File: src/sv/spq_pkg.sv
// Package for the sorted-array priority queue core.
// Holds the sizing constants, command and status codes, FSM state and the
// controller/datapath interface structs. No dependencies.
`timescale 1ns / 1ps

package spq_pkg;

    // Queue sizing.
    localparam int CAPACITY = 16;
    localparam int IDX_W    = $clog2(CAPACITY);
    localparam int OCC_W    = $clog2(CAPACITY + 1);
    localparam int VALUE_W  = 32;
    localparam int COUNT_W  = 5;

    // Command codes carried on the input.
    typedef enum logic [1:0] {
        CMD_ENQUEUE = 2'd0,
        CMD_DEQUEUE = 2'd1,
        CMD_PEEK    = 2'd2,
        CMD_CLEAR   = 2'd3
    } t_cmd;

    // Status codes carried on the result.
    typedef enum logic [1:0] {
        ST_OK    = 2'd0,
        ST_EMPTY = 2'd1,
        ST_FULL  = 2'd2
    } t_status;

    // Controller states.
    typedef enum logic {
        S_IDLE = 1'b0,
        S_EXEC = 1'b1
    } t_state;

    // Commands from the controller to the datapath.
    typedef struct packed {
        logic    capture;
        logic    load;
        logic    insert;
        logic    remove;
        logic    clear;
        logic    read_top;
        t_status status;
    } t_dp_ctrl;

    // Status from the datapath to the controller.
    typedef struct packed {
        t_cmd cmd;
        logic empty;
        logic full;
    } t_dp_stat;

endpackage

File: src/sv/spq_ctrl.sv
// Controller state machine for the sorted-array priority queue core.
// Sequences one command per transfer and decodes it into datapath commands.
// Depends on spq_pkg.
`timescale 1ns / 1ps

module spq_ctrl (
    input  logic              i_clk,
    input  logic              i_rst_n,
    input  logic              start,
    output logic              busy,
    input  spq_pkg::t_dp_stat i_stat,
    output spq_pkg::t_dp_ctrl o_ctrl
);
    import spq_pkg::*;

    t_state r_state;
    t_state n_state;

    // State register.
    always_ff @(posedge i_clk) begin
        if (!i_rst_n) begin
            r_state <= S_IDLE;
        end else begin
            r_state <= n_state;
        end
    end

    // Next state: a transfer moves the controller to the execute state, which returns to idle.
    always_comb begin
        n_state = r_state;
        case (r_state)
            S_IDLE: begin
                if (start) begin
                    n_state = S_EXEC;
                end
            end
            S_EXEC: begin
                n_state = S_IDLE;
            end
            default: begin
                n_state = S_IDLE;
            end
        endcase
    end

    // Outputs: capture the command when idle, decode it in the execute cycle.
    always_comb begin
        o_ctrl = '0;
        o_ctrl.status = ST_OK;
        busy = 1'b0;
        case (r_state)
            S_IDLE: begin
                o_ctrl.capture = start;
            end
            S_EXEC: begin
                busy = 1'b1;
                o_ctrl.load = 1'b1;
                case (i_stat.cmd)
                    CMD_ENQUEUE: begin
                        if (i_stat.full) begin
                            o_ctrl.status = ST_FULL;
                        end else begin
                            o_ctrl.insert = 1'b1;
                        end
                    end
                    CMD_DEQUEUE, CMD_PEEK: begin
                        if (i_stat.empty) begin
                            o_ctrl.status = ST_EMPTY;
                        end else begin
                            o_ctrl.read_top = 1'b1;
                            o_ctrl.remove = (i_stat.cmd == CMD_DEQUEUE);
                        end
                    end
                    CMD_CLEAR: begin
                        o_ctrl.clear = 1'b1;
                    end
                    default: begin
                        o_ctrl.load = 1'b1;
                    end
                endcase
            end
            default: begin
                busy = 1'b0;
            end
        endcase
    end

endmodule

File: src/sv/spq_datapath.sv
// Datapath for the sorted-array priority queue core: a row of compare-and-
// shift cells holding the entries in ascending order, plus result registers.
// Depends on spq_pkg.
`timescale 1ns / 1ps

module spq_datapath (
    input  logic                                i_clk,
    input  logic                                i_rst_n,
    input  spq_pkg::t_cmd                       i_command,
    input  logic signed [spq_pkg::VALUE_W-1:0]  i_value,
    input  spq_pkg::t_dp_ctrl                   i_ctrl,
    output spq_pkg::t_dp_stat                   o_stat,
    output logic                                o_valid,
    output logic signed [spq_pkg::VALUE_W-1:0]  o_result_value,
    output spq_pkg::t_status                    o_status,
    output logic [spq_pkg::COUNT_W-1:0]         o_count
);
    import spq_pkg::*;

    // Captured command.
    t_cmd                      r_cmd;
    logic signed [VALUE_W-1:0] r_value;

    // Entry cells and occupancy.
    logic signed [VALUE_W-1:0] r_entry [CAPACITY];
    logic signed [VALUE_W-1:0] n_entry [CAPACITY];
    logic [OCC_W-1:0]          r_occ;
    logic [OCC_W-1:0]          n_occ;
    logic [CAPACITY-1:0]       ge;
    logic [IDX_W-1:0]          top_idx;
    logic signed [VALUE_W-1:0] top_value;

    // Result registers.
    logic                      r_valid;
    logic signed [VALUE_W-1:0] r_res_value;
    t_status                   r_status;
    logic [COUNT_W-1:0]        r_count;

    // Command capture at the input transfer.
    always_ff @(posedge i_clk) begin
        if (i_ctrl.capture) begin
            r_cmd   <= i_command;
            r_value <= i_value;
        end
    end

    assign o_stat.cmd   = r_cmd;
    assign o_stat.empty = (r_occ == '0);
    assign o_stat.full  = (r_occ == OCC_W'(CAPACITY));

    // Each occupied cell compares its entry with the new value.
    always_comb begin
        for (int i = 0; i < CAPACITY; i++) begin
            ge[i] = (OCC_W'(i) < r_occ) && (r_entry[i] >= r_value);
        end
    end

    // Insert: a cell whose lower neighbor holds an entry at or above the new value
    // takes that entry; the lowest cell at or above it (or the first free one) takes the new value.
    always_comb begin
        for (int i = 0; i < CAPACITY; i++) begin
            n_entry[i] = r_entry[i];
            if (i > 0 && ge[(i > 0) ? i - 1 : 0]) begin
                n_entry[i] = r_entry[(i > 0) ? i - 1 : 0];
            end else if (ge[i] || (OCC_W'(i) == r_occ)) begin
                n_entry[i] = r_value;
            end
        end
    end

    always_ff @(posedge i_clk) begin
        if (i_ctrl.insert) begin
            for (int i = 0; i < CAPACITY; i++) begin
                r_entry[i] <= n_entry[i];
            end
        end
    end

    // The largest entry sits in the top occupied cell.
    assign top_idx   = IDX_W'(r_occ - OCC_W'(1));
    assign top_value = r_entry[top_idx];

    // Occupancy update.
    always_comb begin
        n_occ = r_occ;
        if (i_ctrl.clear) begin
            n_occ = '0;
        end else if (i_ctrl.insert) begin
            n_occ = r_occ + OCC_W'(1);
        end else if (i_ctrl.remove) begin
            n_occ = r_occ - OCC_W'(1);
        end
    end

    always_ff @(posedge i_clk) begin
        if (!i_rst_n) begin
            r_occ   <= '0;
            r_valid <= 1'b0;
        end else begin
            r_occ   <= n_occ;
            r_valid <= i_ctrl.load;
        end
    end

    // Result registers, shown for one cycle after the execute cycle.
    always_ff @(posedge i_clk) begin
        if (i_ctrl.load) begin
            r_res_value <= i_ctrl.read_top ? top_value : '0;
            r_status    <= i_ctrl.status;
            r_count     <= COUNT_W'(n_occ);
        end
    end

    assign o_valid        = r_valid;
    assign o_result_value = r_res_value;
    assign o_status       = r_status;
    assign o_count        = r_count;

    // Occupancy never passes the capacity.
    a_occ_bound: assert property (@(posedge i_clk) disable iff (!i_rst_n)
        r_occ <= OCC_W'(CAPACITY))
        else $error("occupancy exceeds capacity");

    // An insert grows the queue by one entry.
    a_insert_grows: assert property (@(posedge i_clk) disable iff (!i_rst_n)
        i_ctrl.insert |=> r_occ == $past(r_occ) + OCC_W'(1))
        else $error("insert did not grow occupancy");

    // A removal shrinks the queue by one entry.
    a_remove_shrinks: assert property (@(posedge i_clk) disable iff (!i_rst_n)
        (i_ctrl.remove && !i_ctrl.clear) |=> r_occ == $past(r_occ) - OCC_W'(1))
        else $error("remove did not shrink occupancy");

    // The queue is never modified on a full or empty rejection.
    a_no_update_on_reject: assert property (@(posedge i_clk)
        disable iff (!i_rst_n)
        (i_ctrl.load && i_ctrl.status != ST_OK) |=> $stable(r_occ))
        else $error("rejected command changed occupancy");

endmodule

File: src/sv/sorted_array_priority_queue_core.sv
// Top level of the sorted-array priority queue core.
// Joins the controller (spq_ctrl) and the datapath (spq_datapath); uses spq_pkg.
//
//   channel   | handshake        | payload
//   ----------+------------------+---------------------------------------
//   command   | start / busy     | i_command, i_value
//   result    | o_valid strobe   | o_result_value, o_status, o_count
//
// A command transfers at an edge with start high and busy low. It executes in
// the next cycle, in which busy is high.
// The result shows for exactly one cycle after that, alongside busy low, so a
// new command can transfer while it is shown. The receiver cannot stall.
// Reset (synchronous, i_rst_n low) empties the queue; no clearing pass.
`timescale 1ns / 1ps

module sorted_array_priority_queue_core (
    input  logic                                i_clk,
    input  logic                                i_rst_n,
    input  logic                                start,
    output logic                                busy,
    input  logic [1:0]                          i_command,
    input  logic signed [spq_pkg::VALUE_W-1:0]  i_value,
    output logic                                o_valid,
    output logic signed [spq_pkg::VALUE_W-1:0]  o_result_value,
    output logic [1:0]                          o_status,
    output logic [spq_pkg::COUNT_W-1:0]         o_count
);
    import spq_pkg::*;

    t_dp_ctrl dp_ctrl;
    t_dp_stat dp_stat;
    t_status  status;

    // Sequencing.
    spq_ctrl u_ctrl (
        .i_clk   (i_clk),
        .i_rst_n (i_rst_n),
        .start   (start),
        .busy    (busy),
        .i_stat  (dp_stat),
        .o_ctrl  (dp_ctrl)
    );

    // Entry cells and result registers.
    spq_datapath u_datapath (
        .i_clk          (i_clk),
        .i_rst_n        (i_rst_n),
        .i_command      (t_cmd'(i_command)),
        .i_value        (i_value),
        .i_ctrl         (dp_ctrl),
        .o_stat         (dp_stat),
        .o_valid        (o_valid),
        .o_result_value (o_result_value),
        .o_status       (status),
        .o_count        (o_count)
    );

    assign o_status = status;

endmodule
File: config.mk
export PLATFORM = sky130hd
export DESIGN_NAME = sorted_array_priority_queue_core
export DESIGN_NICKNAME = d
export VERILOG_FILES = /design/src/sv/spq_pkg.sv /design/src/sv/spq_ctrl.sv /design/src/sv/spq_datapath.sv /design/src/sv/sorted_array_priority_queue_core.sv
export SDC_FILE = /design/constraint.sdc
export NUM_CORES = 2
export LEC_CHECK = 0
export BUFFER_PORTS_ARGS = -buffer_cell sky130_fd_sc_hd__buf_2
export CORE_MARGIN = 5
export CORE_UTILIZATION = 60
export DETAILED_ROUTE_END_ITERATION = 16
export PLACE_DENSITY = 0.77
export SYNTH_ARGS = -nofsm -noshare
export SYNTH_HDL_FRONTEND = slang
export SYNTH_HIERARCHICAL = 1
export SYNTH_SLANG_ARGS = --single-unit
File: constraint.sdc
create_clock -name i_clk -period 8.01 [get_ports i_clk]
set_clock_uncertainty 0.1 [all_clocks]
set_input_delay 0.4005 -clock i_clk [delete_from_list [all_inputs] [get_ports i_clk]]
set_output_delay 0.4005 -clock i_clk [all_outputs]
set_load 0.05 [all_outputs]
Yosys cells after proc, flatten, opt, wreduce, memory -nomap -nowiden
Memories as Yosys holds them, arrays and structs flattened. A register that Yosys moved wholly into a read port is not among the register bits.
Index checks and enable logic that the tools add are counted.
{ "word_totals": {"elab_cells": 149, "mem_bits_rw": 512, "ff_bits": 48, "in_bits": 37, "out_inout_bits": 41, "n_memories": 1} }
{ "classes": {"n_eq_ne": 19, "n_addsub": 2, "reduce_logical": 36, "bitwise_logic": 1, "muxes": 51, "n_lt_le_gt_ge": 32} }
{ "mem_list": {"columns": ["memory", "depth", "width", "read_ports", "rd_clocked_by_memory_dff", "wr", "line_no", "source"], "rows": [
  ["u_datapath.r_entry", 16, 32, 17, 1, 16, "spq_datapath.sv:25", "logic signed [VALUE_W-1:0] r_entry [CAPACITY];"]
]} }
{ "ops": {"columns": ["op", "count"], "rows": [
  ["two-way mux 32 bit", 31],
  [">= comparator 32 bit", 16],
  ["== test 4 x 5 -> 1 bit (first input constant)", 8],
  ["< comparator 4 x 5 -> 1 bit (first input constant)", 8],
  ["== test 3 x 5 -> 1 bit (first input constant)", 4],
  ["< comparator 3 x 5 -> 1 bit (first input constant)", 4],
  ["logical AND 1 bit", 16],
  ["logical OR 1 bit", 16],
  ["two-way mux 5 bit", 3],
  ["two-way mux 1 bit", 13],
  ["== test 2 x 5 -> 1 bit (first input constant)", 2],
  ["< comparator 1 x 5 -> 1 bit (first input constant)", 2],
  ["< comparator 2 x 5 -> 1 bit (first input constant)", 2],
  ["two-way mux 7 bit", 1],
  ["adder 5 x 1 -> 5 bit (second input constant)", 1],
  ["== test 1 x 5 -> 1 bit (first input constant)", 1],
  ["== test 5 bit (second input constant)", 1],
  ["zero test 5 bit", 1],
  ["subtractor 5 x 1 -> 5 bit (second input constant)", 1],
  ["== test 2 bit (second input constant)", 2],
  ["one-hot mux 2 bit (2 select lines)", 1],
  ["== test 2 x 1 -> 1 bit (second input constant)", 1],
  ["zero test 2 bit", 1],
  ["two-way mux 2 bit", 1],
  ["other kinds (4)", 4]
]} }

Depth between registers and ports, before layout
{ "logic_depth": {"depth_word": 7, "depth_mapped": 16, "ltp_nobuf": 12} }

By module
Netlist, hierarchy kept.
{ "modules_own_cells": {"columns": ["mod", "cells_each", "n_inst", "area_each_um2"], "rows": [
  ["spq_datapath", 3122, 1, 39799.4],
  ["spq_ctrl", 17, 1, 156.4]
]} }

Worst setup path before layout
No wires, ideal clock.
{ "synth_path": {"path_type": "flip-flop to flip-flop", "start": "register u_datapath.r_occ[0]", "end": "memory u_datapath.r_entry[12][0] (enable)", "path_stages_with_launch": 12, "setup_time_ns": 0.470, "t_arrival_ns": 5.019, "setup_slack_ns": 2.421, "path_cell_list": "dfxtp_1 -> clkbuf_1 -> clkbuf_1 -> buf_1 -> inv_1 -> ha_1 -> inv_1 -> nor4b_1 -> and3b_1 -> clkbuf_1 -> inv_1 -> o31ai_1"} }
{ "synth_rtl": {"columns": ["item", "line_no", "source"], "rows": [
  ["start, declared", "spq_datapath.sv:27", "logic [OCC_W-1:0] r_occ;"],
  ["start signal, assigned", "spq_datapath.sv:100", "r_occ <= n_occ;"],
  ["end, declared", "spq_datapath.sv:25", null]
]} }

==> out/metrics.cfg <==
[critical_path]
critPathKind=flip-flop to flip-flop
cpPeakStageDelay_ns=0.78
cp-end-kind=flip-flop
startpoint_type=flip-flop
worst_path_dominant_cell_family=simple AND/OR/NAND/NOR gates
worst-path-buf-inv=3
cp_common_cell=buf_4
crit_path_cell_trace=inv_1 > ha_1 > and4_1 > nand2_1 > nor3_1 > or3b_1 > and3_1 > a211oi_4 > buf_4 > o31a_1 > buf_4
path_max_fanout=24
critPathRequiredTime_ns=8.19
critPathArrivalTime_ns=5.69
crit_path_top_delay_cell=edfxtp_1

[drt]
num_vias=29808
route.detailed.drc=0
vias_per_cell=7.140
drtIter0Drc=3547
ant_nets=0
drt_wl_total_um=134400
firstDrtPassIters=6
wl_per_cell_um=32.18

[synth]
async_reset_ff_share_pct=0
synth_top_area_share_pct=43.97
synth_top_family_by_area=multiplexers
synth_cell_types=77
synth_enable_flop_cells=585
synth.ff_latch_count=592
synth.area.mux_share_pct=20.22
yosys_warnings=6
synth_cells=3139
synth_compound_area_share_pct=7.941
ys.flop_type=edfxtp_1
synth_top_cell_by_area=edfxtp_1
yosys.area_share.simple_pct=8.680
synth_area_per_cell_um2=12.73
synth_area_leaders=edfxtp_1 (44%), ha_1 (16%), mux2_2 (12%), mux4_2 (7.2%), a21oi_1 (2.9%)
syn_area_mm2=0.03996
synth-xor-area-share_pct=0.2192
synthAdderAreaFrac_pct=16.31
seq_area_frac_synth_pct=44.32
syn-num-nets=3697

[pwr]
vdd_drop_max_v=0.0001773
power-per-cell-area_mw_per_mm2=167.2
p_leak_nw=16.68
total_power_mw=7.387

[finish]
final_cell_mix=edfxtp_1 (585), ha_1 (520), mux2_2 (420), nand2_1 (267), a21oi_1 (227)
instances_no_fill=4175
syn2layout_area_growth_pct=10.60
nets=3820
drive_above_1_share_pct=26.23
layout_commonest_cell=edfxtp_1
final_core_util_pct=67.10
fill_cells=4784

[grt]
grt_usage_pct=37.04
grt_pass1_vias=30104
grt_first_pass_wirelength_um=196600
grt_antenna_before_repair=8
grt_max_degree=76
grt_overflow=0

[clock_tree]
cts.sinks=592
cts_root_buf=clkbuf_16
clkSlewWorstSetupHoldPaths_ns=0.06
numCtsBuffers=69
clkLatencyLatePin_ns=0.62
post_cts_buffers=0
cts_tree=built
cts.path.max_buffers=3
htreeDepth=3

[sta]
grt_setup_unrepaired=no
period_minus_slack_ns=5.511
hold_viol=0
slew_viol_final=0
setup_tns_ns=0
worst_slack_ns=2.499
clock.fmax_ghz=0.1814
fin_crit_sh_pct=68.80
slew_headroom_pct=19.91
setup_viol=0
worst_pin_slew_ns=1.201

[placement]
gp_congestion=1.011
port_buffers=77
dp_hpwl_um=97120
dpl_worst_slack_ns=2.553
dp_cells=4021

[worst_hold_path]
min_path_type=input port to flip-flop

[floorplanning]
rows=94
die_area_mm2=0.07185
die_x_um=268.1
initial_utilization_pct=60.66
pin_count=78
die_y_um=268.1
core_mm2=0.06586

[job]
cap_violations=0

[outcome]
outcome=finished clean

[sequential cells by signal, indices dropped and copies added, names as in the netlist]
name,count
u_ctrl/r_state,1
u_datapath/o_count,5
u_datapath/o_result_value,32
u_datapath/o_status,2
u_datapath/o_valid,1
u_datapath/r_cmd,2
u_datapath/r_entry,512
u_datapath/r_occ,5
u_datapath/r_value,32
[Yosys cell counts (57+ instances only)]
cell and instances:
nand3_1 79, clkbuf_1 98, nor2_1 57, a21oi_1 228, inv_1 75, nand4_1 93, mux4_2 128, ha_1 521
o21ai_0 133, mux2_2 420, edfxtp_1 585, nand2_1 267
[metal layers]
| layer | share of wire [%] | global-route usage, % | up-vias |
|---|---|---|---|
| met1 | 38 | 49.87 | 14878 |
| met3 | 12 | 9.815 | 370 |
| met4 | 4.1 | 14.19 | 12 |
| li1 | - | - | 12678 |
| met5 | 0.062 | 0 | - |
| met2 | 46 | 58.25 | 1870 |
[logic make-up after synthesis]
kind of cell,Yosys count
AO/OA/AOI/OAI,529
XOR/XNOR,10
AND/OR/NAND/NOR,685
adder cells (fa/ha/maj),521
multiplexers,580
buffers and inverters,222
flip-flops,592
[stage by stage]
stage | hold WS, ns | instance area [um2]
after floorplan | 0.3994 | 39960
after detailed placement | 0.4701 | 41690
after CTS | 0.01292 | 44190
after global routing | 0.04272 | 44190
after global placement | 0.4608 | 41690
final | 0.04299 | 44190
[worst paths after layout]
| check | startpoint | endpoint | slack, ns | cells past startpoint |
|---|---|---|---|---|
| setup / recovery | u_datapath/r_value[24] | u_datapath/r_entry[2][3] | 2.50 | 11 |
| hold / removal | i_rst_n | u_datapath/r_occ[3] | 0.04 | 2 |
| setup reg to reg | u_datapath/r_value[24] | u_datapath/r_entry[2][3] | 2.50 | 11 |
| hold reg to reg | u_datapath/r_entry[12][0] | u_datapath/r_entry[13][0] | 0.48 | 1 |
[timing repair]
item | 4_1_cts | 5_1_grt
hold buffers | 34 | 0
hold endpoints to repair | 34 | 0
resized for setup | 0 | 0
[cell type report]
cell class / count / area (um2) / share of cell area (%)
Inverter: 75 / 281.5 / 0.6371
Clock buffer: 85 / 1849 / 4.185
Clock inverter: 33 / 309.0 / 0.6993
Multi-Input combinational cell: 2325 / 21550 / 48.78
Sequential cell: 592 / 17710 / 40.08
Timing Repair Buffer: 199 / 1399 / 3.165
Antenna cell: 2 / 5.005 / 0.01133
Tap cell: 864 / 1081 / 2.446
[where the power goes]
| group | total (mW) | internal, mW | switching, mW | leakage (nW) |
|---|---|---|---|---|
| registers | 3.47 | 3.43 | 0.0366 | 5.37 |
| clock network | 3.09 | 1.80 | 1.29 | 1.05 |
| logic | 0.832 | 0.338 | 0.495 | 10.3 |
No activity file was read; power rests on OpenSTA's default activity.
